$ cat src/sv/i2cms_pkg.sv
// ============================================================================
// i2cms_pkg: shared types and codes for the I2C master byte sequencer
// Command codes, sequencer phases, configuration indexes and the packed
// words carried on the tick and result channels.
// ============================================================================
`default_nettype none

package i2cms_pkg;

    // Command codes carried in the opcode field
    localparam logic [2:0] OP_START     = 3'd0;
    localparam logic [2:0] OP_STOP      = 3'd1;
    localparam logic [2:0] OP_WRITE     = 3'd2;
    localparam logic [2:0] OP_READ      = 3'd3;
    localparam logic [2:0] OP_WAIT_ACK  = 3'd4;
    localparam logic [2:0] OP_SEND_ACK  = 3'd5;
    localparam logic [2:0] OP_SEND_NACK = 3'd6;

    // Configuration register indexes
    localparam logic CFG_TICKS_PER_UNIT = 1'b0;
    localparam logic CFG_ACK_TIMEOUT    = 1'b1;

    localparam int CFG_WIDTH   = 10;
    localparam int DELAY_WIDTH = 13;   // holds 5 * 1023 - 1

    localparam logic [CFG_WIDTH-1:0] TICKS_PER_UNIT_RESET = 10'd8;
    localparam logic [CFG_WIDTH-1:0] ACK_TIMEOUT_RESET    = 10'd250;

    typedef enum logic [3:0] {
        PH_IDLE,
        PH_ST1,
        PH_ST2,
        PH_SP1,
        PH_SP2,
        PH_WA1,
        PH_WA2,
        PH_POLL,
        PH_WB_D,
        PH_WB_H,
        PH_WB_L,
        PH_RB_L,
        PH_RB_R,
        PH_RB_H,
        PH_AK1,
        PH_AK2
    } phase_t;

    typedef struct packed {
        logic       cmd_valid;
        logic [2:0] opcode;
        logic [7:0] write_data;
        logic       ack_after_read;
        logic       sda_line;
    } item_t;

    typedef struct packed {
        logic       scl_level;
        logic       sda_level;
        logic       sda_drive_enable;
        logic       busy_res;
        logic       done_res;
        logic [7:0] read_byte;
        logic       ack_timed_out;
    } result_t;

endpackage

`default_nettype wire

$ cat src/sv/i2c_master_byte_sequencer.sv
// ============================================================================
// i2c_master_byte_sequencer: pin-level I2C master, one tick per word
// Sequences START, STOP, byte write, byte read with ACK/NACK, ACK wait
// with timeout and lone ACK/NACK onto SCL/SDA pin levels.
// ============================================================================
// Usage notes:
//  - Each word on the item channel is one bus tick. It may carry a command
//    (cmd_valid) which is taken only while idle; sda_line is the sampled bus.
//  - Every accepted word yields exactly one result word: the pin levels,
//    busy, a one-tick done pulse, the received byte (on the done tick of a
//    read) and the ACK timeout flag (on the done tick of an ACK wait).
//  - The result is registered: a word accepted at one edge appears on the
//    result channel after that edge. Throughput is one word per cycle while
//    the result channel does not stall; the whole phase update is a single
//    pass from the state registers to the result register.
//  - The result register decouples the channels: a new word is taken while
//    the held result is being taken; if the receiver stalls with a result
//    held, item_stall rises and the sequencer state is frozen.
//  - Reset: idle, SCL and SDA high and driven, counters cleared, registers at
//    8 ticks per unit and 250 ticks of ACK timeout. The user must write
//    cfg_write/cfg_index/cfg_data only while idle; the block does not check.
// ============================================================================
`default_nettype none

module i2c_master_byte_sequencer (
    input  wire logic                           clk,
    input  wire logic                           rst_n,
    // tick channel
    input  wire logic                           item_valid,
    output logic                                item_stall,
    input  wire i2cms_pkg::item_t               item,
    // result channel
    output logic                                result_valid,
    input  wire logic                           result_stall,
    output i2cms_pkg::result_t                  result,
    // configuration
    input  wire logic                           cfg_write,
    input  wire logic                           cfg_index,
    input  wire logic [i2cms_pkg::CFG_WIDTH-1:0] cfg_data
);

    localparam int DW = i2cms_pkg::DELAY_WIDTH;

    // configuration registers
    logic [i2cms_pkg::CFG_WIDTH-1:0] ticks_per_unit_reg;
    logic [i2cms_pkg::CFG_WIDTH-1:0] ack_timeout_reg;

    // sequencer state
    i2cms_pkg::phase_t phase_reg, phase_next;
    logic [2:0]        active_op_reg, active_op_next;
    logic [3:0]        bit_count_reg, bit_count_next;
    logic [DW-1:0]     delay_count_reg, delay_count_next;
    logic [7:0]        shift_reg, shift_next;
    logic [i2cms_pkg::CFG_WIDTH-1:0] wait_count_reg, wait_count_next;
    logic              ack_choice_reg, ack_choice_next;
    logic              scl_reg, scl_next;
    logic              sda_reg, sda_next;
    logic              oe_reg, oe_next;

    // result register
    logic               result_valid_reg;
    i2cms_pkg::result_t result_reg, result_next;

    logic          accept;
    logic          done_flag;
    logic          tout_flag;
    logic [DW-1:0] unit;
    logic [DW-1:0] d1, d2, d4, d5, d5m2;

    assign item_stall   = result_valid_reg & result_stall;
    assign accept       = item_valid & ~item_stall;
    assign result_valid = result_valid_reg;
    assign result       = result_reg;

    // phase lengths minus one; zero ticks per unit counts as one
    always_comb
    begin
        unit = (ticks_per_unit_reg == '0) ? DW'(1) : DW'(ticks_per_unit_reg);
        d1   = unit - DW'(1);
        d2   = (unit << 1) - DW'(1);
        d4   = (unit << 2) - DW'(1);
        d5   = (unit << 2) + unit - DW'(1);
        d5m2 = (unit << 2) + unit - DW'(2);
    end

    // one tick of the sequencer
    always_comb
    begin
        phase_next       = phase_reg;
        active_op_next   = active_op_reg;
        bit_count_next   = bit_count_reg;
        delay_count_next = delay_count_reg;
        shift_next       = shift_reg;
        wait_count_next  = wait_count_reg;
        ack_choice_next  = ack_choice_reg;
        scl_next         = scl_reg;
        sda_next         = sda_reg;
        oe_next          = oe_reg;
        done_flag        = 1'b0;
        tout_flag        = 1'b0;

        if (phase_reg == i2cms_pkg::PH_IDLE)
        begin
            if (item.cmd_valid)
            begin
                case (item.opcode)
                    i2cms_pkg::OP_START:
                    begin
                        active_op_next   = item.opcode;
                        oe_next          = 1'b1;
                        sda_next         = 1'b1;
                        scl_next         = 1'b1;
                        phase_next       = i2cms_pkg::PH_ST1;
                        delay_count_next = d2;
                    end
                    i2cms_pkg::OP_STOP:
                    begin
                        active_op_next   = item.opcode;
                        oe_next          = 1'b1;
                        scl_next         = 1'b0;
                        sda_next         = 1'b0;
                        phase_next       = i2cms_pkg::PH_SP1;
                        delay_count_next = d2;
                    end
                    i2cms_pkg::OP_WRITE:
                    begin
                        active_op_next   = item.opcode;
                        oe_next          = 1'b1;
                        scl_next         = 1'b0;
                        bit_count_next   = '0;
                        sda_next         = item.write_data[7];
                        shift_next       = {item.write_data[6:0], 1'b0};
                        phase_next       = i2cms_pkg::PH_WB_D;
                        delay_count_next = d5;
                    end
                    i2cms_pkg::OP_READ:
                    begin
                        active_op_next   = item.opcode;
                        oe_next          = 1'b0;
                        scl_next         = 1'b0;
                        shift_next       = '0;
                        bit_count_next   = '0;
                        ack_choice_next  = item.ack_after_read;
                        phase_next       = i2cms_pkg::PH_RB_L;
                        delay_count_next = d5;
                    end
                    i2cms_pkg::OP_WAIT_ACK:
                    begin
                        active_op_next   = item.opcode;
                        oe_next          = 1'b0;
                        sda_next         = 1'b1;
                        wait_count_next  = '0;
                        phase_next       = i2cms_pkg::PH_WA1;
                        delay_count_next = d1;
                    end
                    i2cms_pkg::OP_SEND_ACK,
                    i2cms_pkg::OP_SEND_NACK:
                    begin
                        active_op_next   = item.opcode;
                        ack_choice_next  = (item.opcode == i2cms_pkg::OP_SEND_ACK);
                        scl_next         = 1'b0;
                        oe_next          = 1'b1;
                        sda_next         = (item.opcode != i2cms_pkg::OP_SEND_ACK);
                        phase_next       = i2cms_pkg::PH_AK1;
                        delay_count_next = d4;
                    end
                    default:
                    begin
                        // undefined opcode: stay idle
                    end
                endcase
            end
        end
        else if (delay_count_reg != '0)
        begin
            delay_count_next = delay_count_reg - DW'(1);
        end
        else
        begin
            case (phase_reg)
                i2cms_pkg::PH_ST1:
                begin
                    sda_next         = 1'b0;
                    phase_next       = i2cms_pkg::PH_ST2;
                    delay_count_next = d2;
                end
                i2cms_pkg::PH_ST2:
                begin
                    scl_next         = 1'b0;
                    done_flag        = 1'b1;
                    phase_next       = i2cms_pkg::PH_IDLE;
                    delay_count_next = '0;
                end
                i2cms_pkg::PH_SP1:
                begin
                    scl_next         = 1'b1;
                    sda_next         = 1'b1;
                    phase_next       = i2cms_pkg::PH_SP2;
                    delay_count_next = d2;
                end
                i2cms_pkg::PH_SP2:
                begin
                    // a stop issued by an ACK wait marks the timeout
                    done_flag        = 1'b1;
                    tout_flag        = (active_op_reg == i2cms_pkg::OP_WAIT_ACK);
                    phase_next       = i2cms_pkg::PH_IDLE;
                    delay_count_next = '0;
                end
                i2cms_pkg::PH_WA1:
                begin
                    scl_next         = 1'b1;
                    phase_next       = i2cms_pkg::PH_WA2;
                    delay_count_next = d1;
                end
                i2cms_pkg::PH_WA2,
                i2cms_pkg::PH_POLL:
                begin
                    phase_next       = i2cms_pkg::PH_POLL;
                    delay_count_next = '0;
                    if (!item.sda_line)
                    begin
                        scl_next       = 1'b0;
                        active_op_next = i2cms_pkg::OP_START;
                        done_flag      = 1'b1;
                        phase_next     = i2cms_pkg::PH_IDLE;
                    end
                    else if (wait_count_reg >= ack_timeout_reg)
                    begin
                        oe_next          = 1'b1;
                        scl_next         = 1'b0;
                        sda_next         = 1'b0;
                        phase_next       = i2cms_pkg::PH_SP1;
                        delay_count_next = d2;
                    end
                    else
                    begin
                        wait_count_next = wait_count_reg + 1'b1;
                    end
                end
                i2cms_pkg::PH_WB_D:
                begin
                    scl_next         = 1'b1;
                    phase_next       = i2cms_pkg::PH_WB_H;
                    delay_count_next = d5;
                end
                i2cms_pkg::PH_WB_H:
                begin
                    scl_next         = 1'b0;
                    phase_next       = i2cms_pkg::PH_WB_L;
                    delay_count_next = d5;
                end
                i2cms_pkg::PH_WB_L:
                begin
                    bit_count_next = bit_count_reg + 1'b1;
                    if (bit_count_next[3])
                    begin
                        done_flag        = 1'b1;
                        phase_next       = i2cms_pkg::PH_IDLE;
                        delay_count_next = '0;
                    end
                    else
                    begin
                        sda_next         = shift_reg[7];
                        shift_next       = {shift_reg[6:0], 1'b0};
                        phase_next       = i2cms_pkg::PH_WB_D;
                        delay_count_next = d5;
                    end
                end
                i2cms_pkg::PH_RB_L:
                begin
                    scl_next         = 1'b1;
                    phase_next       = i2cms_pkg::PH_RB_R;
                    delay_count_next = '0;
                end
                i2cms_pkg::PH_RB_R:
                begin
                    // sample one tick after SCL rises
                    shift_next       = {shift_reg[6:0], item.sda_line};
                    phase_next       = i2cms_pkg::PH_RB_H;
                    delay_count_next = d5m2;
                end
                i2cms_pkg::PH_RB_H:
                begin
                    bit_count_next = bit_count_reg + 1'b1;
                    if (bit_count_next[3])
                    begin
                        scl_next         = 1'b0;
                        oe_next          = 1'b1;
                        sda_next         = ~ack_choice_reg;
                        phase_next       = i2cms_pkg::PH_AK1;
                        delay_count_next = d4;
                    end
                    else
                    begin
                        scl_next         = 1'b0;
                        phase_next       = i2cms_pkg::PH_RB_L;
                        delay_count_next = d5;
                    end
                end
                i2cms_pkg::PH_AK1:
                begin
                    scl_next         = 1'b1;
                    phase_next       = i2cms_pkg::PH_AK2;
                    delay_count_next = d4;
                end
                i2cms_pkg::PH_AK2:
                begin
                    scl_next         = 1'b0;
                    done_flag        = 1'b1;
                    phase_next       = i2cms_pkg::PH_IDLE;
                    delay_count_next = '0;
                end
                default:
                begin
                    phase_next       = i2cms_pkg::PH_IDLE;
                    delay_count_next = '0;
                end
            endcase
        end

        result_next.scl_level        = scl_next;
        result_next.sda_level        = sda_next;
        result_next.sda_drive_enable = oe_next;
        result_next.busy_res         = (phase_next != i2cms_pkg::PH_IDLE);
        result_next.done_res         = done_flag;
        result_next.read_byte        =
            (done_flag && active_op_next == i2cms_pkg::OP_READ) ? shift_next : 8'h00;
        result_next.ack_timed_out    = tout_flag;
    end

    // configuration registers
    always_ff @(posedge clk or negedge rst_n)
    begin
        if (!rst_n)
        begin
            ticks_per_unit_reg <= i2cms_pkg::TICKS_PER_UNIT_RESET;
            ack_timeout_reg    <= i2cms_pkg::ACK_TIMEOUT_RESET;
        end
        else if (cfg_write)
        begin
            if (cfg_index == i2cms_pkg::CFG_TICKS_PER_UNIT)
            begin
                ticks_per_unit_reg <= cfg_data;
            end
            else
            begin
                ack_timeout_reg <= cfg_data;
            end
        end
    end

    // sequencer state, advanced once per accepted tick
    always_ff @(posedge clk or negedge rst_n)
    begin
        if (!rst_n)
        begin
            phase_reg       <= i2cms_pkg::PH_IDLE;
            active_op_reg   <= '0;
            bit_count_reg   <= '0;
            delay_count_reg <= '0;
            shift_reg       <= '0;
            wait_count_reg  <= '0;
            ack_choice_reg  <= 1'b0;
            scl_reg         <= 1'b1;
            sda_reg         <= 1'b1;
            oe_reg          <= 1'b1;
        end
        else if (accept)
        begin
            phase_reg       <= phase_next;
            active_op_reg   <= active_op_next;
            bit_count_reg   <= bit_count_next;
            delay_count_reg <= delay_count_next;
            shift_reg       <= shift_next;
            wait_count_reg  <= wait_count_next;
            ack_choice_reg  <= ack_choice_next;
            scl_reg         <= scl_next;
            sda_reg         <= sda_next;
            oe_reg          <= oe_next;
        end
    end

    // result register
    always_ff @(posedge clk or negedge rst_n)
    begin
        if (!rst_n)
        begin
            result_valid_reg <= 1'b0;
        end
        else if (accept)
        begin
            result_valid_reg <= 1'b1;
        end
        else if (!result_stall)
        begin
            result_valid_reg <= 1'b0;
        end
    end

    always_ff @(posedge clk)
    begin
        if (accept)
        begin
            result_reg <= result_next;
        end
    end

endmodule

`default_nettype wire
$ cat config.mk
export PLATFORM = sky130hd
export DESIGN_NAME = i2c_master_byte_sequencer
export DESIGN_NICKNAME = d
export VERILOG_FILES = /design/src/sv/i2cms_pkg.sv /design/src/sv/i2c_master_byte_sequencer.sv
export SDC_FILE = /design/constraint.sdc
export NUM_CORES = 1
export LEC_CHECK = 0
export ABC_AREA = 1
export BUFFER_PORTS_ARGS = -buffer_cell sky130_fd_sc_hd__clkbuf_2
export CAP_MARGIN = 20
export CORE_MARGIN = 4
export CORE_UTILIZATION = 30
export DETAILED_ROUTE_END_ITERATION = 6
export MAX_ROUTING_LAYER = met4
export SLEW_MARGIN = 20
export SYNTH_ARGS = -nofsm -noshare
export SYNTH_HDL_FRONTEND = slang
export SYNTH_SLANG_ARGS = --single-unit
export TNS_END_PERCENT = 5
$ cat constraint.sdc
create_clock -name clk -period 7.22 [get_ports clk]
set_clock_uncertainty 0.05 [all_clocks]
set_input_delay 0.722 -clock clk [delete_from_list [all_inputs] [get_ports clk]]
set_output_delay 0.722 -clock clk [all_outputs]
set_load 0.01 [all_outputs]
==> impl_metrics.env <==
export IMPL_outcome="finished clean"
export IMPL_synthXorXnorAreaFrac_pct=3.38
export IMPL_wl_per_cell_um=14.5
export IMPL_rr_startpoint="ticks_per_unit_reg[1]"
export IMPL_cts_root_buf="clkbuf_16"
export IMPL_crit_chain="inv_1 -> nand3_1 -> inv_1 -> nand3_1 -> nand2_1 -> ha_1 -> inv_1 -> fa_1 -> nand3b_1 -> nand2_1 -> nand2_1 -> nand2_1 -> nand2_1 -> nand2_1 -> nand2_1 -> nor2_2 -> nand3_1 -> nand2_1 -> nand4_1 -> nand2_1 -> inv_1 -> a21oi_1"
export IMPL_final_common_cell="nand2_1"
export IMPL_maxCapViolCount=0
export IMPL_p_int_uw=1300
export IMPL_synthCells=1030
export IMPL_drive_above_1_share_pct=12.5
export IMPL_critPathRequiredTime_ps=7450
export IMPL_drt_drc_violations_left=0
export IMPL_grt_pass1_vias=6418
export IMPL_grt_overflow=0
export IMPL_grt_total_usage_pct=15.9
export IMPL_muxShareOfSynthArea_pct=0
export IMPL_critPathMaxStageDelay_ps=430
export IMPL_hold_start="result_valid"
export IMPL_r2r_slack_ps=3530
export IMPL_dp_hpwl_um=15000
export IMPL_antenna_found_initial=0
export IMPL_coreArea_um2=22600
export IMPL_post_route_util_pct=33.8
export IMPL_worstSetupPathType="reg2reg"
export IMPL_syn_to_final_growth_pct=11.4
export IMPL_ys_ff_latch=81
export IMPL_rr_endpoint="delay_count_reg[12]"
export IMPL_place_congestion=0.920
export IMPL_synthFlopType="dfrtp_1"
export IMPL_netlist_top_cells_area="dfrtp_1 (21%), nand2_1 (14%), inv_1 (7.6%), o21ai_0 (6.3%), edfxtp_1 (6.1%)"
export IMPL_hold_violations=0
export IMPL_ios=46
export IMPL_fin_crit_ps=3690
export IMPL_cp_common_cell="nand2_1"
export IMPL_numCtsBuffers=9
export IMPL_clock_power_share_pct=20.4
export IMPL_final_max_slew_viol_count=0
export IMPL_slew_headroom_pct=40.5
export IMPL_critPathBufInv=4
export IMPL_setup_violations=0
export IMPL_die_x_um=159
export IMPL_syn_area_um2=6840
export IMPL_clock_path_buffers=2
export IMPL_initial_utilization_pct=30.3
export IMPL_rsz0062_at_grt="no"
export IMPL_ir_drop_uv=150
export IMPL_power_density_nw_per_um2=320
export IMPL_min_path_cells=2
export IMPL_ctsResizeCount=0
export IMPL_via_per_inst=5.05
export IMPL_dieHeight_um=159
export IMPL_period_share_pct=51.1
export IMPL_clkTransAtPathRegs_ps=60
export IMPL_yosys_area_share_adder_pct=4.50
export IMPL_synth_warning_count=0
export IMPL_critPathTopFamily="simple AND/OR/NAND/NOR gates"
export IMPL_die_area_um2=25300
export IMPL_setup_tns_ps=0
export IMPL_yosys_area_top_type="dfrtp_1"
export IMPL_p_seq_share_pct=30.1
export IMPL_p_switching_uw=1140
export IMPL_whs_endpoint="result_valid"
export IMPL_detail_route_iter0_violations=423
export IMPL_syn_num_nets=1084
export IMPL_pwr_share_comb_pct=49.4
export IMPL_max_freq_ghz=0.271
export IMPL_clock_latency_ps=350
export IMPL_avgSynthCellArea_um2=6.64
export IMPL_holdBufCountCts=0
export IMPL_antenna_violating_nets_post_route=0
export IMPL_synth_top_family_by_area="simple AND/OR/NAND/NOR gates"
export IMPL_synth_compound_area_share_pct=17.6
export IMPL_swShare_pct=46.6
export IMPL_cts_setup_buffers=0
export IMPL_rr_worst_depth=22
export IMPL_hp_class="reg2reg"
export IMPL_grt_pass1_wl_um=32800
export IMPL_final_cell_mix="nand2_1 (253), inv_1 (138), nor2_1 (101), o21ai_0 (86), nand3_1 (71)"
export IMPL_routed_wl_um=19500
export IMPL_antenna_cells=0
export IMPL_grt_max_degree=68
export IMPL_synth_cell_type_count=52
export IMPL_cts_max_level=3
export IMPL_ys_seq_area_share_pct=30.8
export IMPL_rows=55
export IMPL_synth_edf_count=14
export IMPL_cts_sinks=81
export IMPL_final_nets=1109
export IMPL_leakage_uw=0.00357
export IMPL_port_buffers=45
export IMPL_critPathArrivalTime_ps=3920
export IMPL_dr_total_vias=6792
export IMPL_synthSimpleGateAreaFrac_pct=33.5
export IMPL_first_pass_iters=5
export IMPL_cp_max_fo=11
export IMPL_slowest_stage="fa_1"
export IMPL_crit_path_start_kind="flip-flop"
export IMPL_cts_tree="done"
export IMPL_synth_async_reset_ratio_pct=82.7
export IMPL_synth_top_cell_area_share_pct=20.8
export IMPL_worst_pin_slew_ps=892
export IMPL_largest_reg_flops=14
export IMPL_end_kind="flip-flop"
[cells in the mapped netlist (2+ instances only)]
cell type	count
o2111ai_1	3
o21a_1	2
edfxtp_1	14
nor3b_1	2
nand2_2	13
nand4_2	2
a211oi_1	2
dfstp_2	10
a221oi_1	4
o21ai_1	4
a22oi_1	5
nand2_1	253
o31ai_1	10
nand3_1	71
xor2_1	11
clkinv_1	3
o211ai_1	6
a32oi_1	2
o21ai_0	86
nor3_1	9
nand2_4	2
a31oi_1	6
nor2_1	101
buf_2	6
inv_1	138
nor2_4	6
nor4_1	4
nand3b_1	5
xnor2_1	8
nor2_2	15
nand4_1	19
inv_2	7
xor2_2	2
clkbuf_1	25
ha_1	23
dfrtp_1	57
or2_2	3
xnor2_2	2
o221ai_1	2
o22ai_1	16
a21oi_2	3
a21oi_1	55
nor3_2	3
or3_1	2
[worst max-delay path by stage]
stage | from | endpoint | slack [ps] | depth (start not counted)
final | ticks_per_unit_reg[1] | delay_count_reg[12] | 3530 | 22
after global routing | ticks_per_unit_reg[6] | delay_count_reg[12] | 3090 | 22
after CTS | ticks_per_unit_reg[1] | delay_count_reg[12] | 3570 | 22
after detailed placement | ticks_per_unit_reg[1] | delay_count_reg[12] | 3590 | 22
after global placement | ticks_per_unit_reg[1] | delay_count_reg[4] | 3700 | 18
after floorplan | ticks_per_unit_reg[6] | delay_count_reg[12] | 4130 | 24
[logic make-up (layout without fill, tap and decap cells)]
kind of cell,after synthesis,after routing
compound gates,209,209
xor+xnor,23,23
fa+ha+maj,24,24
buf+inv,181,211
flops,81,81
simple gates,512,512
[power by group through the flow]
| stage | logic [µW] | registers, µW | clock network [µW] |
|---|---|---|---|
| 6_report | 1210 | 735 | 498 |
| 3_5_place_dp | 1190 | 738 | 0 |
| 4_1_cts | 1200 | 732 | 511 |
| 5_1_grt | 1360 | 757 | 527 |
| 2_1_floorplan | 927 | 706 | 0 |
| 3_3_place_gp | 1190 | 740 | 0 |
[per-stage QoR]
step | worst slack [ps] | instance area, µm² | total power [µW] | hold slack, ps | instances
final | 3530 | 7620 | 2440 | 431 | 1345
after global routing | 3090 | 7620 | 2650 | 457 | 1345
after CTS | 3570 | 7620 | 2440 | 439 | 1345
after detailed placement | 3590 | 7300 | 1930 | 423 | 1329
after global placement | 3700 | 7300 | 1930 | 415 | 1329
after floorplan | 4130 | 6840 | 1630 | 376 | 1030
[per-layer routing]
layer / vias to the layer above / global-route usage [%] / routed length (µm)
met4: 0 / 3.75 / 274
li1: 3457 / - / -
met3: 17 / 2.74 / 945
met2: 188 / 24.9 / 8810
met5: - / - / 0
met1: 3130 / 21.7 / 9510
[worst min-delay path, stage by stage, from the launching register on]
cell     delay [ps]
dfrtp_1         340
nand2_1          60
nand2_1          50
[cell type report]
cell class | count | area, µm²
clock buffer | 9 | 225
clock inverter | 7 | 95.1
fill | 2449 | 14900
inverter | 148 | 556
multi-input combinational | 768 | 4040
sequential | 81 | 2110
tap | 285 | 357
timing repair buffer | 47 | 240
Note: power is estimated with default switching activity, not from simulation.
